==> config.mk <==
export PLATFORM = sky130hd
export DESIGN_NAME = sensor_frame_receiver_unit_flat
export DESIGN_NICKNAME = d
export VERILOG_FILES = /design/src/rtl/core/sfr_pkg.sv /design/src/rtl/core/sfr_ifs.sv /design/src/rtl/core/sensor_frame_receiver_unit.sv /design/src/rtl/core/sfr_in_reg.sv /design/src/rtl/core/sfr_parser.sv /design/src/rtl/core/sfr_out_reg.sv /design/src/flat_wrapper.sv
export VERILOG_INCLUDE_DIRS = /design/src /design/src/rtl/core
export SDC_FILE = /design/constraint.sdc
export NUM_CORES = 1
export LEC_CHECK = 0
export BUFFER_PORTS_ARGS = -buffer_cell sky130_fd_sc_hd__buf_2
export CAP_MARGIN = 20
export CORE_MARGIN = 2
export CORE_UTILIZATION = 35
export DETAILED_ROUTE_END_ITERATION = 7
export PLACE_DENSITY_LB_ADDON = 0.15
export SETUP_SLACK_MARGIN = 0.05
export SYNTH_ARGS = -nofsm -noshare
export SYNTH_HDL_FRONTEND = slang
export SYNTH_SLANG_ARGS = --single-unit
==> constraint.sdc <==
create_clock -name clock -period 29 [get_ports clock]
set_input_delay 0 -clock clock [delete_from_list [all_inputs] [get_ports clock]]
set_output_delay 0 -clock clock [all_outputs]
set_load 0.05 [all_outputs]
==> src/rtl/core/sensor_frame_receiver_unit_defines.svh <==
// -----------------------------------------------------------------------------
// Sensor frame receiver: assertion macros
// Concurrent assertion wrappers, empty when SYNTHESIS is defined.
// -----------------------------------------------------------------------------
`ifndef SENSOR_FRAME_RECEIVER_UNIT_DEFINES_SVH
`define SENSOR_FRAME_RECEIVER_UNIT_DEFINES_SVH

`ifndef SYNTHESIS

// checked only outside reset
`define SFR_ASSERT(lbl, clk, rst, prop) \
   lbl: assert property (@(posedge clk) disable iff (rst) prop) \
      else $error("sensor frame receiver assertion failed");

// checked at every edge, reset included
`define SFR_ASSERT_ALWAYS(lbl, clk, prop) \
   lbl: assert property (@(posedge clk) prop) \
      else $error("sensor frame receiver assertion failed");

`else

`define SFR_ASSERT(lbl, clk, rst, prop)
`define SFR_ASSERT_ALWAYS(lbl, clk, prop)

`endif

`endif

==> src/rtl/core/sfr_pkg.sv <==
// -----------------------------------------------------------------------------
// Sensor frame receiver package
// Frame layout constants, register indexes and the result record.
// -----------------------------------------------------------------------------
`default_nettype none

package sfr_pkg;

   localparam int FRAME_BYTES = 24;
   localparam int CHECK_POS   = 22;   // checksum byte position
   localparam int COUNT_W     = $clog2(FRAME_BYTES);

   localparam logic [COUNT_W-1:0] COUNT_HUNT  = '0;
   localparam logic [COUNT_W-1:0] COUNT_FIRST = COUNT_W'(1);
   localparam logic [COUNT_W-1:0] CHECK_INDEX = COUNT_W'(CHECK_POS);
   localparam logic [COUNT_W-1:0] LAST_INDEX  = COUNT_W'(FRAME_BYTES - 1);

   localparam logic [7:0] HEADER_RESET = 8'd123;
   localparam logic [7:0] TAIL_RESET   = 8'd125;

   localparam int CSR_INDEX_W = 8;

   typedef enum logic [CSR_INDEX_W-1:0] {
      CSR_HEADER_VALUE = 8'd0,
      CSR_TAIL_VALUE   = 8'd1
   } csr_index_type;

   typedef struct packed {
      logic        [7:0]  stop_flag;
      logic signed [15:0] vel_x;
      logic signed [15:0] vel_y;
      logic signed [15:0] yaw_rate;
      logic signed [15:0] accel_x;
      logic signed [15:0] accel_y;
      logic signed [15:0] accel_z;
      logic signed [15:0] gyro_x;
      logic signed [15:0] gyro_y;
      logic signed [15:0] gyro_z;
      logic signed [15:0] supply_mv;
   } sfr_result_type;

endpackage

`default_nettype wire

==> src/rtl/core/sfr_ifs.sv <==
// -----------------------------------------------------------------------------
// Sensor frame receiver channel interfaces
// Byte request, frame result and register write channels.
// -----------------------------------------------------------------------------
`default_nettype none

interface sfr_req_if;
   logic       valid;
   logic       ready;
   logic [7:0] rx_byte;

   modport source (output valid, output rx_byte, input ready);
   modport sink   (input valid, input rx_byte, output ready);
endinterface

interface sfr_rsp_if;
   logic               valid;
   logic               ready;
   logic        [7:0]  stop_flag;
   logic signed [15:0] vel_x;
   logic signed [15:0] vel_y;
   logic signed [15:0] yaw_rate;
   logic signed [15:0] accel_x;
   logic signed [15:0] accel_y;
   logic signed [15:0] accel_z;
   logic signed [15:0] gyro_x;
   logic signed [15:0] gyro_y;
   logic signed [15:0] gyro_z;
   logic signed [15:0] supply_mv;

   modport source (output valid, output stop_flag, output vel_x, output vel_y,
                   output yaw_rate, output accel_x, output accel_y, output accel_z,
                   output gyro_x, output gyro_y, output gyro_z, output supply_mv,
                   input ready);
   modport sink   (input valid, input stop_flag, input vel_x, input vel_y,
                   input yaw_rate, input accel_x, input accel_y, input accel_z,
                   input gyro_x, input gyro_y, input gyro_z, input supply_mv,
                   output ready);
endinterface

interface sfr_csr_if;
   logic                                valid;
   logic                                ready;
   logic [sfr_pkg::CSR_INDEX_W-1:0]     index;
   logic [7:0]                          data;

   modport source (output valid, output index, output data, input ready);
   modport sink   (input valid, input index, input data, output ready);
endinterface

`default_nettype wire

==> src/rtl/core/sensor_frame_receiver_unit.sv <==
// -----------------------------------------------------------------------------
// Sensor frame receiver unit
// Byte-serial frame parser: header hunt, 24-byte frame, tail and XOR check.
//
//   channel   dir   carries
//   req_if    in    one received byte (rx_byte)
//   rsp_if    out   stop flag and ten signed 16-bit words of a good frame
//   csr_if    in    register writes: 0 header value, 1 tail value
//
// One byte per cycle, except while the last byte of a frame waits; each byte
// is registered in the input register, and a frame result is loaded into the
// result register at the edge its last byte leaves the input register.
// Synchronous reset: hunting for a header, header 123, tail 125.
// Only the last byte of a frame waits, and only while the result register
// is full and rsp_if.ready is low.
// Register writes are always ready.
// -----------------------------------------------------------------------------
`default_nettype none

module sensor_frame_receiver_unit (
   input  wire logic  clock,
   input  wire logic  reset,
   sfr_req_if.sink    req_if,
   sfr_rsp_if.source  rsp_if,
   sfr_csr_if.sink    csr_if
);

   logic [7:0]              header_ff;
   logic [7:0]              tail_ff;
   logic                    byte_valid;
   logic [7:0]              byte_data;
   logic                    advance;
   logic                    out_space;
   logic                    res_valid;
   sfr_pkg::sfr_result_type res;

   assign csr_if.ready = 1'b1;

   always_ff @(posedge clock) begin
      if (reset) begin
         header_ff <= sfr_pkg::HEADER_RESET;
         tail_ff   <= sfr_pkg::TAIL_RESET;
      end else if (csr_if.valid) begin
         if (csr_if.index == sfr_pkg::CSR_HEADER_VALUE) begin
            header_ff <= csr_if.data;
         end
         if (csr_if.index == sfr_pkg::CSR_TAIL_VALUE) begin
            tail_ff <= csr_if.data;
         end
      end
   end

   sfr_in_reg u_in_reg (
      .clock      (clock),
      .reset      (reset),
      .req_if     (req_if),
      .advance    (advance),
      .byte_valid (byte_valid),
      .byte_data  (byte_data)
   );

   sfr_parser u_parser (
      .clock        (clock),
      .reset        (reset),
      .in_valid     (byte_valid),
      .in_byte      (byte_data),
      .in_advance   (advance),
      .header_value (header_ff),
      .tail_value   (tail_ff),
      .out_space    (out_space),
      .res_valid    (res_valid),
      .res          (res)
   );

   sfr_out_reg u_out_reg (
      .clock      (clock),
      .reset      (reset),
      .load_valid (res_valid),
      .load_data  (res),
      .space      (out_space),
      .rsp_if     (rsp_if)
   );

endmodule

`default_nettype wire

==> src/rtl/core/sfr_in_reg.sv <==
// -----------------------------------------------------------------------------
// Sensor frame receiver input register
// Registers one received byte; refills in the cycle the parser consumes it.
// -----------------------------------------------------------------------------
`default_nettype none

module sfr_in_reg (
   input  wire logic       clock,
   input  wire logic       reset,
   sfr_req_if.sink         req_if,
   input  wire logic       advance,
   output logic            byte_valid,
   output logic [7:0]      byte_data
);

   logic       valid_ff, valid_in;
   logic [7:0] data_ff;

   assign req_if.ready = !valid_ff || advance;
   assign valid_in     = req_if.valid || (valid_ff && !advance);

   always_ff @(posedge clock) begin
      if (reset) begin
         valid_ff <= 1'b0;
      end else begin
         valid_ff <= valid_in;
      end
   end

   always_ff @(posedge clock) begin
      if (req_if.valid && req_if.ready) begin
         data_ff <= req_if.rx_byte;
      end
   end

   assign byte_valid = valid_ff;
   assign byte_data  = data_ff;

endmodule

`default_nettype wire

==> src/rtl/core/sfr_parser.sv <==
// -----------------------------------------------------------------------------
// Sensor frame receiver parser
// Header hunt, byte count, running XOR and frame byte store; frame check.
// -----------------------------------------------------------------------------
`default_nettype none
`include "sensor_frame_receiver_unit_defines.svh"

module sfr_parser (
   input  wire logic                  clock,
   input  wire logic                  reset,
   input  wire logic                  in_valid,
   input  wire logic [7:0]            in_byte,
   output logic                       in_advance,
   input  wire logic [7:0]            header_value,
   input  wire logic [7:0]            tail_value,
   input  wire logic                  out_space,
   output logic                       res_valid,
   output sfr_pkg::sfr_result_type    res
);

   logic [sfr_pkg::COUNT_W-1:0] count_ff, count_in;
   logic [7:0]                  parity_ff, parity_in;
   logic [7:0]                  store_ff [1:sfr_pkg::CHECK_POS];
   logic                        take;
   logic                        at_last;

   assign at_last    = (count_ff == sfr_pkg::LAST_INDEX);
   // the last byte can only be taken if the result register has room
   assign in_advance = !at_last || out_space;
   assign take       = in_valid && in_advance;

   always_comb begin
      count_in  = count_ff;
      parity_in = parity_ff;
      if (take) begin
         priority if (count_ff == sfr_pkg::COUNT_HUNT) begin
            if (in_byte == header_value) begin
               count_in  = sfr_pkg::COUNT_FIRST;
               parity_in = in_byte;
            end
         end else if (count_ff >= sfr_pkg::LAST_INDEX) begin
            count_in = sfr_pkg::COUNT_HUNT;
         end else begin
            count_in = count_ff + sfr_pkg::COUNT_FIRST;
            if (count_ff < sfr_pkg::CHECK_INDEX) begin
               parity_in = parity_ff ^ in_byte;
            end
         end
      end
   end

   always_ff @(posedge clock) begin
      if (reset) begin
         count_ff  <= sfr_pkg::COUNT_HUNT;
         parity_ff <= '0;
      end else begin
         count_ff  <= count_in;
         parity_ff <= parity_in;
      end
   end

   // byte 0 is the header and byte 23 arrives live, so only 1..22 are held
   for (genvar i = 1; i <= sfr_pkg::CHECK_POS; i++) begin : g_store
      always_ff @(posedge clock) begin
         if (take && count_ff == sfr_pkg::COUNT_W'(i)) begin
            store_ff[i] <= in_byte;
         end
      end
   end

   assign res_valid = take && at_last && (in_byte == tail_value) &&
                      (parity_ff == store_ff[sfr_pkg::CHECK_POS]);

   always_comb begin
      res.stop_flag = store_ff[1];
      res.vel_x     = $signed({store_ff[2],  store_ff[3]});
      res.vel_y     = $signed({store_ff[4],  store_ff[5]});
      res.yaw_rate  = $signed({store_ff[6],  store_ff[7]});
      res.accel_x   = $signed({store_ff[8],  store_ff[9]});
      res.accel_y   = $signed({store_ff[10], store_ff[11]});
      res.accel_z   = $signed({store_ff[12], store_ff[13]});
      res.gyro_x    = $signed({store_ff[14], store_ff[15]});
      res.gyro_y    = $signed({store_ff[16], store_ff[17]});
      res.gyro_z    = $signed({store_ff[18], store_ff[19]});
      res.supply_mv = $signed({store_ff[20], store_ff[21]});
   end

   `SFR_ASSERT_ALWAYS(a_hunt_after_reset, clock, $past(reset) |-> count_ff == sfr_pkg::COUNT_HUNT)
   `SFR_ASSERT(a_count_in_range, clock, reset, count_ff <= sfr_pkg::LAST_INDEX)
   `SFR_ASSERT(a_last_byte_rehunts, clock, reset, (take && at_last) |=> count_ff == sfr_pkg::COUNT_HUNT)
   `SFR_ASSERT(a_result_has_room, clock, reset, res_valid |-> out_space)

endmodule

`default_nettype wire

==> src/rtl/core/sfr_out_reg.sv <==
// -----------------------------------------------------------------------------
// Sensor frame receiver result register
// Holds one checked frame until the result channel takes it.
// -----------------------------------------------------------------------------
`default_nettype none

module sfr_out_reg (
   input  wire logic                     clock,
   input  wire logic                     reset,
   input  wire logic                     load_valid,
   input  wire sfr_pkg::sfr_result_type  load_data,
   output logic                          space,
   sfr_rsp_if.source                     rsp_if
);

   logic                    valid_ff;
   sfr_pkg::sfr_result_type data_ff;

   assign space = !valid_ff || rsp_if.ready;

   always_ff @(posedge clock) begin
      if (reset) begin
         valid_ff <= 1'b0;
      end else if (space) begin
         valid_ff <= load_valid;
      end
   end

   always_ff @(posedge clock) begin
      if (space && load_valid) begin
         data_ff <= load_data;
      end
   end

   assign rsp_if.valid     = valid_ff;
   assign rsp_if.stop_flag = data_ff.stop_flag;
   assign rsp_if.vel_x     = data_ff.vel_x;
   assign rsp_if.vel_y     = data_ff.vel_y;
   assign rsp_if.yaw_rate  = data_ff.yaw_rate;
   assign rsp_if.accel_x   = data_ff.accel_x;
   assign rsp_if.accel_y   = data_ff.accel_y;
   assign rsp_if.accel_z   = data_ff.accel_z;
   assign rsp_if.gyro_x    = data_ff.gyro_x;
   assign rsp_if.gyro_y    = data_ff.gyro_y;
   assign rsp_if.gyro_z    = data_ff.gyro_z;
   assign rsp_if.supply_mv = data_ff.supply_mv;

endmodule

`default_nettype wire

==> src/flat_wrapper.sv <==
// flat-port wrapper written by rule: the top's interface ports become plain ports
module sensor_frame_receiver_unit_flat 
  (clock, reset, req_if_valid, req_if_rx_byte, req_if_ready, rsp_if_valid, rsp_if_stop_flag, rsp_if_vel_x, rsp_if_vel_y, rsp_if_yaw_rate, rsp_if_accel_x, rsp_if_accel_y, rsp_if_accel_z, rsp_if_gyro_x, rsp_if_gyro_y, rsp_if_gyro_z, rsp_if_supply_mv, rsp_if_ready, csr_if_valid, csr_if_index, csr_if_data, csr_if_ready);
  sfr_req_if req_if_i ();
  sfr_rsp_if rsp_if_i ();
  sfr_csr_if csr_if_i ();
  input  wire logic clock;
  input  wire logic reset;
  input wire logic [$bits(req_if_i.valid)-1:0] req_if_valid;
  input wire logic [$bits(req_if_i.rx_byte)-1:0] req_if_rx_byte;
  output wire logic [$bits(req_if_i.ready)-1:0] req_if_ready;
  output wire logic [$bits(rsp_if_i.valid)-1:0] rsp_if_valid;
  output wire logic [$bits(rsp_if_i.stop_flag)-1:0] rsp_if_stop_flag;
  output wire logic [$bits(rsp_if_i.vel_x)-1:0] rsp_if_vel_x;
  output wire logic [$bits(rsp_if_i.vel_y)-1:0] rsp_if_vel_y;
  output wire logic [$bits(rsp_if_i.yaw_rate)-1:0] rsp_if_yaw_rate;
  output wire logic [$bits(rsp_if_i.accel_x)-1:0] rsp_if_accel_x;
  output wire logic [$bits(rsp_if_i.accel_y)-1:0] rsp_if_accel_y;
  output wire logic [$bits(rsp_if_i.accel_z)-1:0] rsp_if_accel_z;
  output wire logic [$bits(rsp_if_i.gyro_x)-1:0] rsp_if_gyro_x;
  output wire logic [$bits(rsp_if_i.gyro_y)-1:0] rsp_if_gyro_y;
  output wire logic [$bits(rsp_if_i.gyro_z)-1:0] rsp_if_gyro_z;
  output wire logic [$bits(rsp_if_i.supply_mv)-1:0] rsp_if_supply_mv;
  input wire logic [$bits(rsp_if_i.ready)-1:0] rsp_if_ready;
  input wire logic [$bits(csr_if_i.valid)-1:0] csr_if_valid;
  input wire logic [$bits(csr_if_i.index)-1:0] csr_if_index;
  input wire logic [$bits(csr_if_i.data)-1:0] csr_if_data;
  output wire logic [$bits(csr_if_i.ready)-1:0] csr_if_ready;
  assign req_if_i.valid = req_if_valid;
  assign req_if_i.rx_byte = req_if_rx_byte;
  assign req_if_ready = req_if_i.ready;
  assign rsp_if_valid = rsp_if_i.valid;
  assign rsp_if_stop_flag = rsp_if_i.stop_flag;
  assign rsp_if_vel_x = rsp_if_i.vel_x;
  assign rsp_if_vel_y = rsp_if_i.vel_y;
  assign rsp_if_yaw_rate = rsp_if_i.yaw_rate;
  assign rsp_if_accel_x = rsp_if_i.accel_x;
  assign rsp_if_accel_y = rsp_if_i.accel_y;
  assign rsp_if_accel_z = rsp_if_i.accel_z;
  assign rsp_if_gyro_x = rsp_if_i.gyro_x;
  assign rsp_if_gyro_y = rsp_if_i.gyro_y;
  assign rsp_if_gyro_z = rsp_if_i.gyro_z;
  assign rsp_if_supply_mv = rsp_if_i.supply_mv;
  assign rsp_if_i.ready = rsp_if_ready;
  assign csr_if_i.valid = csr_if_valid;
  assign csr_if_i.index = csr_if_index;
  assign csr_if_i.data = csr_if_data;
  assign csr_if_ready = csr_if_i.ready;
  sensor_frame_receiver_unit u_core (.clock(clock), .reset(reset), .req_if(req_if_i), .rsp_if(rsp_if_i), .csr_if(csr_if_i));
endmodule
# == Word level (Yosys, flattened, before mapping) ==
# Memory sizes are Yosys's and may differ from the RTL's. A register that Yosys moved wholly into a read port is not among the register bits.
# Index checks and enable logic that the tools add are counted.
# Widths: inputs -> output; s select.
# word_totals
output_inout_bits,171
inputBits,29
mem_count,1
mem_bits_rw,176
register_bits,39
wordCells,220
# classes
n_reduce_logical,65
order_cmp,2
mux,114
eq_ne,29
add_sub_neg,1
bitwise,1
# memory_table
memory,words,width,rd,rd_clocked_by_memory_dff,wr,line,rtl
u_core.u_parser.store_ff,22,8,22,21,1,sfr_parser.sv:23,logic [7:0] store_ff [1:sfr_pkg::CHECK_POS];
# ops
cell,n
$mux 8,25
$reduce_or 8->1,21
$mux 5,24
$mux 1,65
$eq 5x4->1 const B,8
$eq 5x5->1 const B,8
$logic_and 1x1->1,29
$eq 8x8->1,3
$eq 5x3->1 const B,4
$eq 5x2->1 const B,2
$eq 8x1->1 const B,1
$logic_not 8->1,1
$xor 8x8->8,1
$reduce_and 2->1,3
$add 5x1->5 const B,1
$eq 5x1->1 const B,1
$ge 5x5->1 const B,1
$logic_not 5->1,1
$lt 5x5->1 const B,1
$logic_not 1->1,4
$logic_or 1x1->1,4
$reduce_and 4->1,1
$ne 2x1->1 const B,1
$ne 2x2->1 const B,1
$reduce_bool 2->1,1

# == Longest topological paths before layout ==
# Gate-level depths: netlist of run 1.
# depth
ltp_word,29
mapped_depth,8
ltp_nobuf,7

# == Hierarchy ==
# A second synthesis of run 1 with hierarchy kept.
# hier_totals
hier_cells,806
area_unflattened_um2,14168.6
# modules_own_cells
module,cells_per_inst,seq_area_each_um2,area_per_inst_um2,instances
sfr_parser,551,5545.3,8092.8,1
sfr_out_reg,173,5064.9,5099.9,1
sensor_frame_receiver_unit,69,320.3,680.7,1
sfr_in_reg,13,260.2,295.3,1

# == Worst setup path after synthesis of run 1 ==
# No wires, ideal clock.
# synth_path
path_kind,register to register
start,register u_core.u_in_reg.data_ff[7] (netlist: u_core.u_in_reg.byte_data[7])
end,"register, netlist name rsp_if_accel_x[0]"
slack_ps,10539
arrival_ps,17354
setup_ps,1107
path_stages_with_launch,6
n_path_buf,0
period_less_slack_ps,18461
required_time_ps,27893
path_cell_list,edfxtp_1 xnor2_1 nand3_1 nor4_1 nand3_1 nor4_1
# synth_via
elab_chain_cells,4
# synth_lines
item,line,rtl
from (decl),sfr_in_reg.sv:17,logic [7:0] data_ff;
from (signal assigned),sfr_in_reg.sv:32,data_ff <= req_if.rx_byte;
$eq 8x8->1,sfr_parser.sv:71,assign res_valid = take && at_last && (in_byte == tail_value) &&
$logic_and 1x1->1 (2 in series),sfr_parser.sv:71,
$logic_and 1x1->1,sfr_out_reg.sv:30,if (space && load_valid) begin
# Every way passes these cells.
# A chain may end at the register's enable or synchronous reset.

# == Worst setup path in the final report of run 1 ==
# layout_path
start,register u_core.u_parser.count_ff[1] in the netlist's numbering
end,"register, netlist name rsp_if_vel_y[4]"
# layout_via
elab_chain_cells,8
# layout_lines
item,line,rtl
from (decl),sfr_parser.sv:21,"logic [sfr_pkg::COUNT_W-1:0] count_ff, count_in;"
from (signal assigned),sfr_parser.sv:54,count_ff <= sfr_pkg::COUNT_HUNT;
from (signal assigned),sfr_parser.sv:57,count_ff <= count_in;
$eq 5x5->1 *,sfr_parser.sv:27,assign at_last = (count_ff == sfr_pkg::LAST_INDEX);
$logic_not 1->1,sfr_parser.sv:29,assign in_advance = !at_last || out_space;
$logic_or 1x1->1,sfr_parser.sv:29,
$logic_and 1x1->1,sfr_parser.sv:30,assign take = in_valid && in_advance;
$logic_and 1x1->1 * (3 in series),sfr_parser.sv:71,
$logic_and 1x1->1 *,sfr_out_reg.sv:30,
# Mark *: on every way between the ends. The rest lies on a longest branch, timed or not.

==> run metrics, run 1 <==
status=finished, final reports clean; min Tclk post-route=3.66 ns; DRC viols=0; slew margin rel.=a little under a third; I/O pins=200; vias per cell=about 4.4; root buffer cell=clkbuf_16; vias=5975; Setup crit start=u_core.u_parser.count_ff[1]; Mapped Cells=about 600; Congestion Overflow GR=0; die width=between 150 and 200 microns; synth warn=0; top post-synthesis cells by area=edfxtp_1 (84%), dfxtp_1 (4.9%), xor2_1 (1.4%); CTS resizes=0; most common library cells after synthesis=edfxtp_1 (352), dfxtp_1 (31), nor2_1 (29); final hold violations=0; Critical Path End Type=register; Total GRT Usage=13.4%; H-tree depth=2; Fin Setup TNS=0 ns; post-synthesis sequential area ratio=approximately nine tenths; cell area power density=about 70 nW/um^2; net count reported at finish=894; overall power=0.00111 W; r2r startpoint=u_core.u_parser.count_ff[1]; DR WL/cell=18.9 microns; # clock sinks=approximately 380; post-layout util=around 44%; Crit path max-delay family=simple AND/OR/NAND/NOR gates; Post-Syn Nets=between 600 and 700; final setup fails=0; crit start category=register; Main synth FF type=edfxtp_1; number of detailed-route iterations in the first pass=4; Leakage=5.41 nW; Bufs on Longest Clock Path=3; Avg Cell Area, Syn=around 21 sq um; Most common cell on crit path=buf_4; worst path cell trace=ha_1 > nand4b_1 > nor4_1 > nand3_1 > nor4_2 > buf_4 > buf_4; initial antenna violation count=0; chip height=194 microns; die area=37500 sq um; Routed Antenna Nets=0; drt initial violations=479; final wirelength=25500 microns; Initial Utilization=approximately 36%; asr flop ratio synth=0%; Synth cell types=45; Post-DP HPWL=roughly 16000 microns; row count=69; number of global-route vias before repair=6110; max_cap viols=0; cell with the most instances after synthesis=edfxtp_1; total CTS buffers=40; Area Overhead vs Synth=24.3%; CTS tree=built; Slew Limit Fails=0; Yosys reg bits=383; Peak Freq=0.274 GHz; Worst Hold Class=input pin to register; final hold slack=0.0237 ns; Final GP Congestion=0.785; worst-path cell with the longest stage delay=buf_4; CP Buf/Inv Count=2; Yosys top cell area share=83.9%; core area=between 30000 and 40000 sq um; Critical Setup Path Class=register to register; port bufs=198; RSZ-0062 raised after global routing=false; largest net degree at the start of global routing=76; CP required=29.15 ns; share of layout cells above drive strength 1=between 30% and 40%; crit-path max cell delay=0.67 ns; worst-skew pair later-pin latency=0.53 ns; CP max FO=between 50 and 60; Post-synth EDFFs=352; min-delay src=reset; Clock Pin Slew Worst Setup and Hold Paths=0.06 ns; antenna fix cells=0; Least-Margin Pin Slew=between 1 and 1.5 ns; Yosys top cell by area=edfxtp_1; WP data arrival=between 3 and 4 ns; clk_skew=0.0191 ns; VDD IR max=0.0399 mV; Netlist Area Pre-Place=between 10000 and 15000 sq um; first-pass GRT wire length=38000 microns; final worst path period share=12.6%
==> kinds of logic after synthesis <==
family          synth area share (%)
compound gates                  2.75
flops                           88.8
mux                            0.397
simple gates                    4.40
fa+ha+maj                      0.497
buf+inv                         1.02
other cells                   0.0298
xor+xnor                        2.09
==> power by group <==
group,switching (W),internal (W),total (W)
Sequential,0.000000493,0.000601,0.000602
Combinational,0.0000145,0.00000590,0.0000204
Clock,0.000206,0.000277,0.000483
Total,0.000221,0.000884,0.00111
==> layout by cell type (no fill, tap or decap), drive strengths merged, types with 16 or more instances in the layout <==
cell and count:
clkbuf 50, xor2 20, clkinv 16, inv 21, dlygate4sd3 18, nor2 29
dfxtp 31, buf 212, edfxtp 352, a21oi 16
==> metrics by stage <==
step                      setup slack, ns  cells  instance area [sq um]
final                               25.34   1353                  15700
after global routing                25.04   1353                  15700
after global placement              25.42   1261                  14200
after floorplan                     10.54    601                  12600
after detailed placement            25.32   1261                  14200
after CTS                           25.30   1353                  15700
==> path summary, 6_finish.rpt <==
path / to / slack (ns) / cells past startpoint
worst max-delay path: rsp_if_vel_y[4] / 25.34 / 7
worst min-delay path: u_core.header_ff[7] / 0.02 / 2
worst max register to register: rsp_if_vel_y[4] / 25.34 / 7
worst min register to register: rsp_if_vel_y[10] / 0.41 / 0
==> registers in the layout, summed over array words and instances (netlist names), 16 cells and up <==
name                      count
u_core.u_parser.store_ff    176
rsp_if_accel_x               16
rsp_if_accel_y               16
rsp_if_accel_z               16
rsp_if_gyro_x                16
rsp_if_gyro_y                16
rsp_if_gyro_z                16
rsp_if_supply_mv             16
rsp_if_vel_x                 16
rsp_if_vel_y                 16
rsp_if_yaw_rate              16
==> final cells by class <==
| cell class | count | area [sq um] |
|---|---|---|
| inverter | 17 | 63.8 |
| sequential | 383 | 11200 |
| clock inverter | 24 | 221 |
| clock buffer | 50 | 1040 |
| timing repair buffer | 230 | 1280 |
| multi-input combinational | 188 | 1290 |
| tap | 461 | 577 |
| fill | 3098 | 19800 |
==> per-layer routing <==
metal | routed length (microns) | global-route usage [%]
met3 | 1170 | 2.59
met2 | 11700 | 20.8
met4 | 417 | 3.68
met5 | 0 | 0
met1 | 12200 | 19.3
==> timing repair <==
item / CTS / global route
hold buffers: 18 / 0
endpoints found under the hold margin: 34 / 0
buffers inserted: 0 / 0
No activity file was read; power rests on OpenSTA's default activity.
==> run 2: changes to the inputs <==
--- a/config.mk
+++ b/config.mk
@@ -6,6 +6,7 @@
 export SDC_FILE = /design/constraint.sdc
 export NUM_CORES = 1
 export LEC_CHECK = 0
+export ABC_AREA = 1
 export BUFFER_PORTS_ARGS = -buffer_cell sky130_fd_sc_hd__buf_2
 export CAP_MARGIN = 20
 export CORE_MARGIN = 2
==> constraint.sdc (replaced) <==
create_clock -name clock -period 3.66 [get_ports clock]
set_input_delay 0 -clock clock [delete_from_list [all_inputs] [get_ports clock]]
set_output_delay 0 -clock clock [all_outputs]
set_load 0.05 [all_outputs]
==> run 2 against run 1 <==
Compared with the run above:
- register-to-register slack lost 24 ns
- largest power group unchanged
- worst setup slack worse by 24 ns
- wire length rose by 9.2%
- synthesized cell count is 18% higher
- sequential cell count stayed put
- design area increased by 2.6%
==> run metrics, run 2 <==
RSZ-0062 raised after global routing=false; commonest non-fill, non-tap cell in the layout=edfxtp_1; port bufs=198; chip height=195 microns; cell with the most instances after synthesis=edfxtp_1; DRC viols=0; met3 Use GR=2.79%; crit start category=register; Cell Area, Placed=14400 sq um; Leakage=5.83 nW; Slew Limit Fails=0; share of layout cells above drive strength 1=29.4%; Yosys top cell area share=82.9%; synth warn=0; Critical Setup Path Class=register to register; # clock sinks=approximately 380; core area=35700 sq um; Yosys top cell by area=edfxtp_1; cell area power density=554 nW/um^2; die area=around 38000 sq um; drt initial violations=roughly 540; die width=195 microns; Bufs on Longest Clock Path=3; final hold violations=0; Final Instance Area=around 16000 sq um; Total GRT Usage=approximately 15%; top post-synthesis cells by area=edfxtp_1 (83%), dfxtp_1 (4.9%), nand2_1 (2.6%); total CTS buffers=40; Post-DP HPWL=17200 microns; max_cap viols=0; net count reported at finish=about 1.0k; Main synth FF type=edfxtp_1; initial antenna violation count=0; final setup fails=0; overall power=0.00890 W; Biggest register=u_core.u_parser.store_ff; CP required=3.80 ns; met1 GRT Util=21.0%; worst-skew pair later-pin latency=0.52 ns; Storage cell area=11200 sq um; row count=69; Avg Cell Area, Syn=between 15 and 20 sq um; I/O pins=200; CTS tree=built; Routed Antenna Nets=0; vias per cell=4.48; Critical Path End Type=register; postcts setup bufs=0; Post-synth EDFFs=352; Yosys reg bits=383; CP max FO=59; Least-Margin Pin Slew=0.823 ns; Clock Pin Slew Worst Setup and Hold Paths=0.06 ns; Peak Freq=approximately 0.42 GHz; slew margin rel.=44.9%; final wirelength=27900 microns; Synth cell types=32; min Tclk post-route=2.39 ns; Top Usage Layer GRT=met2; number of detailed-route iterations in the first pass=6; WP data arrival=between 2 and 3 ns; Area Overhead vs Synth=26.0%; Mapped Cells=711; status=finished, final reports clean; largest net degree at the start of global routing=110; Congestion Overflow GR=0; final worst path period share=65.2%; Netlist Area Pre-Place=12800 sq um; clk_skew=0.0186 ns; Initial Utilization=35.7%; DR WL/cell=18.7 microns; fill count=3205; most frequent cells in the layout=edfxtp_1 (352), buf_2 (199), nand2_1 (87), nor2_1 (54), inv_1 (49); vias=6659; asr flop ratio synth=0%; multi-input logic area=between 1000 and 1500 sq um; post-synthesis sequential area ratio=87.8%; Worst Hold Class=input pin to register; GR Util met2=22.6%; most common library cells after synthesis=edfxtp_1 (352), nand2_1 (87), inv_1 (55); Post-Syn Nets=745; Final GP Congestion=~0.8; first-pass GRT wire length=approximately 40000 microns; root buffer cell=clkbuf_16; H-tree depth=2; max reg flops=176; VDD IR max=approximately 0.32 mV; number of global-route vias before repair=6593
-- run 2: cell types whose count changed in the layout (fill, tap and decap cells not counted), sizes merged, moves of 6 or more --
cell         change
o21ai            +8
dlygate4sd3     +18
or3              -8
nor4             -6
nand2           +79
nand4            +8
nand3           +34
nor2            +30
and3             -9
nor2b            -8
inv             +40
a211o           -12
xor2            -18
-- run 2: per-stage QoR --
| step | worst slack (ns) | TNS (ns) | instances | hold WS [ns] | util, % |
|---|---|---|---|---|---|
| after floorplan | -0.353 | -59.23 | 711 | 0.0989 | - |
| after global placement | 1.27 | 0 | 1377 | 0.184 | 40.3 |
| after detailed placement | 1.24 | 0 | 1377 | 0.180 | 40.3 |
| after CTS | 1.20 | 0 | 1485 | 0.0159 | 44.9 |
| after global routing | 1.03 | 0 | 1486 | 0.113 | 45.0 |
| final | 1.27 | 0 | 1487 | 0.0274 | 45.0 |
-- run 2: final cells by class --
class | count | area share (%)
diodes | 1 | 0.0156
inverters | 59 | 1.42
repair buffers | 250 | 9.22
clock buffers | 49 | 6.57
well taps | 461 | 3.59
clock inverters | 23 | 1.43
multi-input cells | 261 | 8.11
flip-flops and latches | 383 | 69.6
-- run 2: final timing paths --
path / slack (ns) / start / cells past startpoint / to
min reg2reg: 0.40 / u_core.u_parser.store_ff[14][5] / 0 / rsp_if_gyro_x[13]
min: 0.03 / csr_if_index[3] / 4 / u_core.header_ff[7]
max reg2reg: 1.27 / u_core.u_parser.count_ff[0] / 8 / rsp_if_accel_z[7]
max: 1.27 / u_core.u_parser.count_ff[0] / 8 / rsp_if_accel_z[7]
-- run 2: cells by family after synthesis --
group	synth area share, %
other	0.0294
buffers and inverters	2.12
adder cells (fa/ha/maj)	0.491
AO/OA/AOI/OAI	1.62
XOR/XNOR	0.618
flip-flops	87.8
AND/OR/NAND/NOR	7.37
-- run 2: timing repair --
| item | CTS | global route |
|---|---|---|
| hold buffers | 36 | 0 |
| endpoints found under the hold margin | 38 | 0 |
| resized for setup | 0 | 0 |
-- run 2: critical path: stages, from the launching register on --
cell        delay (ns)
dfxtp_1           0.41
ha_4              0.19
nand2_4           0.07
nor3_4            0.19
nand3_1           0.09
nor2_1            0.12
nand3_1           0.14
clkinvlp_4        0.13
buf_4             0.59
-- run 2: metal layers --
layer	routed length [microns]	share of wire (%)	up-vias
met5	0	0	-
met4	515	1.8	0
met3	1380	5.0	42
met2	12900	46	187
met1	13100	47	3283
li1	-	-	3147
-- run 2: where the power goes --
group	total, W	leakage (nW)	switching, W	internal [W]
logic	0.000182	1.79	0.000128	0.0000542
registers	0.00478	3.42	0.0000106	0.00477
clock network	0.00394	0.624	0.00159	0.00235
==> run 3: changes to the inputs <==
==> constraint.sdc (replaced) <==
create_clock -name clock -period 2.3 [get_ports clock]
set_input_delay 0 -clock clock [delete_from_list [all_inputs] [get_ports clock]]
set_output_delay 0 -clock clock [all_outputs]
set_load 0.05 [all_outputs]
==> run 3 against run 2 <==
Compared with the run above:
- via count shrank 0.47%
- sequential power grew 59%
- total power grew 55%
- largest cell class unchanged
- largest power group unchanged
- highest routed layer unchanged
==> run metrics, run 3 (same netlist as run 2, synthesis figures left out) <==
clk_skew=0.0116 ns; root buffer cell=clkbuf_16; max_cap viols=0; Cell Area, Placed=~15000 sq um; Area Overhead vs Synth=27.1%; most frequent cells in the layout=edfxtp_1 (352), buf_2 (198), nand2_1 (87), nor2_1 (54), inv_1 (49); initial antenna violation count=1; Post-DP HPWL=18100 microns; Leakage=~5.9 nW; commonest non-fill, non-tap cell in the layout=edfxtp_1; Congestion Overflow GR=0; vias per cell=4.41; worst-skew pair later-pin latency=roughly 0.52 ns; CP required=2.52 ns; port bufs=slightly below 200; die area=38000 sq um; final wirelength=28000 microns; Total GRT Usage=14.6%; Initial Utilization=35.7%; CP max FO=20; chip height=195 microns; number of cells on the critical path=9; DR WL/cell=18.6 microns; worst path cell trace=ha_4 > nand2_4 > nor3_4 > nand3_1 > nor2_1 > nand3_1 > clkinvlp_4 > buf_12 > buf_12; antenna fix cells=0; DRC viols=0; Critical Setup Path Class=register to register; first-pass GRT wire length=41200 microns; fill count=3183; Worst R2R Setup Slack=around 0.23 ns; met1 GRT Util=19.4%; final worst path period share=90.2%; sequential power share=55.3%; final setup fails=0; CTS resizes=0; core area=~36000 sq um; Clock Pin Slew Worst Setup and Hold Paths=0.06 ns; RR Endpoint=rsp_if_vel_y[0]; WP data arrival=2.30 ns; number of detailed-route iterations in the first pass=8; Peak Freq=0.482 GHz; Least-Margin Pin Slew=about 0.77 ns; Final GP Congestion=0.788; Critical Path End Type=register; Final Instance Area=16200 sq um; r2r startpoint=u_core.u_parser.count_ff[0]; crit start category=register; postcts setup bufs=0; Biggest register=u_core.u_parser.store_ff; met3 Use GR=2.90%; drt initial violations=between 400 and 500; Setup crit start=u_core.u_parser.count_ff[0]; internal power=roughly 0.011 W; cell area power density=848 nW/um^2; min Tclk post-route=2.07 ns; CP Capture Point=rsp_if_vel_y[0]; Top Usage Layer GRT=met2; final hold violations=0; Final Non-Filler Cells=1504; number of global-route vias before repair=6773; Worst Hold Class=input pin to register; switching share of power=19.5%; GR Util met2=~24%; Bufs on Longest Clock Path=3; Logic pwr share=about 2.2%; Routed Antenna Nets=0; RSZ-0062 raised after global routing=false; net count reported at finish=between 1k and 1.5k; largest net degree at the start of global routing=53; worst-path cell with the longest stage delay=dfxtp_1; slew margin rel.=48.9%; total CTS buffers=39; I/O pins=200; die width=slightly below 200 microns; Storage cell area=11200 sq um; R2R cell count=9; placed cell count=approximately 1.4k; H-tree depth=2; share of layout cells above drive strength 1=31.4%; Slew Limit Fails=0; CP Buf/Inv Count=3; row count=between 60 and 70; Clock power frac=between 40% and 50%; # clock sinks=383; crit-path max cell delay=around 0.40 ns; overall power=roughly 0.014 W; status=finished, final reports clean; VDD IR max=0.472 mV; Crit path max-delay family=simple AND/OR/NAND/NOR gates; P_sw=approximately 0.0027 W; max reg flops=176; CTS tree=built; multi-input logic area=1300 sq um; vias=6628
[run 3: cell types whose count changed in the layout (fill, tap and decap cells not counted), sizes merged]
cell,before,now
dlygate4sd3,36,31
diode,1,0
bufinv,4,2
inv,61,58
clkbuf,49,45
clkinvlp,3,5
buf,214,245
clkinv,14,13
[run 3: layout make-up]
| type | instances | area share [%] |
|---|---|---|
| inverters | 59 | 1.40 |
| repair buffers | 276 | 10.7 |
| flip-flops and latches | 383 | 69.0 |
| well taps | 461 | 3.56 |
| clock inverters | 19 | 0.996 |
| clock buffers | 45 | 6.29 |
| multi-input cells | 261 | 8.04 |
[run 3: what timing repair did]
action,CTS,global route
setup endpoints to repair,0,0
endpoints found under the hold margin,30,0
hold buffers,31,0
[run 3: worst min-delay path by stage]
stage                           start                            to  slack, ns  depth (start not counted)
CTS                 req_if_rx_byte[6]  u_core.u_in_reg.byte_data[6]       0.17                          2
global placement    req_if_rx_byte[6]  u_core.u_in_reg.byte_data[6]       0.18                          1
global route        req_if_rx_byte[7]  u_core.u_in_reg.byte_data[7]       0.19                          2
finish              req_if_rx_byte[6]  u_core.u_in_reg.byte_data[6]       0.19                          2
floorplan           req_if_rx_byte[0]  u_core.u_in_reg.byte_data[0]        0.1                          0
detailed placement  req_if_rx_byte[6]  u_core.u_in_reg.byte_data[6]       0.18                          1
[run 3: worst reg2reg max path, cell delays in order (launching register included)]
cell and delay (ns):
dfxtp_1 0.40, ha_4 0.18, nand2_4 0.07, nor3_4 0.16, nand3_1 0.09, nor2_1 0.12, nand3_1 0.16, clkinvlp_4 0.19
buf_12 0.19, buf_12 0.20
[run 3: power by group through the flow]
| stage | combinational, W | sequential (W) | clock [W] |
|---|---|---|---|
| floorplan | 0.0000794 | 0.00778 | 0 |
| global placement | 0.000284 | 0.00774 | 0 |
| detailed placement | 0.000284 | 0.00775 | 0 |
| CTS | 0.000317 | 0.00760 | 0.00603 |
| global route | 0.000340 | 0.00759 | 0.00632 |
| finish | 0.000308 | 0.00760 | 0.00585 |
[run 3: metrics by stage]
| stage | hold WS, ns | util (%) | TNS, ns | setup slack, ns |
|---|---|---|---|---|
| detailed placement | 0.180 | 41.2 | 0 | 0.218 |
| global route | 0.189 | 45.4 | 0 | 0.0856 |
| floorplan | 0.0989 | - | -287.71 | -1.71 |
| global placement | 0.184 | 41.2 | 0 | 0.218 |
| finish | 0.192 | 45.4 | 0 | 0.226 |
| CTS | 0.166 | 45.4 | 0 | 0.198 |
[run 3: metal layers]
| layer | share of wire [%] | up-vias | wire length (microns) |
|---|---|---|---|
| li1 | - | 3194 | - |
| met1 | 45 | 3221 | 12700 |
| met2 | 48 | 178 | 13600 |
| met3 | 4.7 | 35 | 1320 |
| met4 | 1.7 | 0 | 484 |
| met5 | 0 | - | 0 |
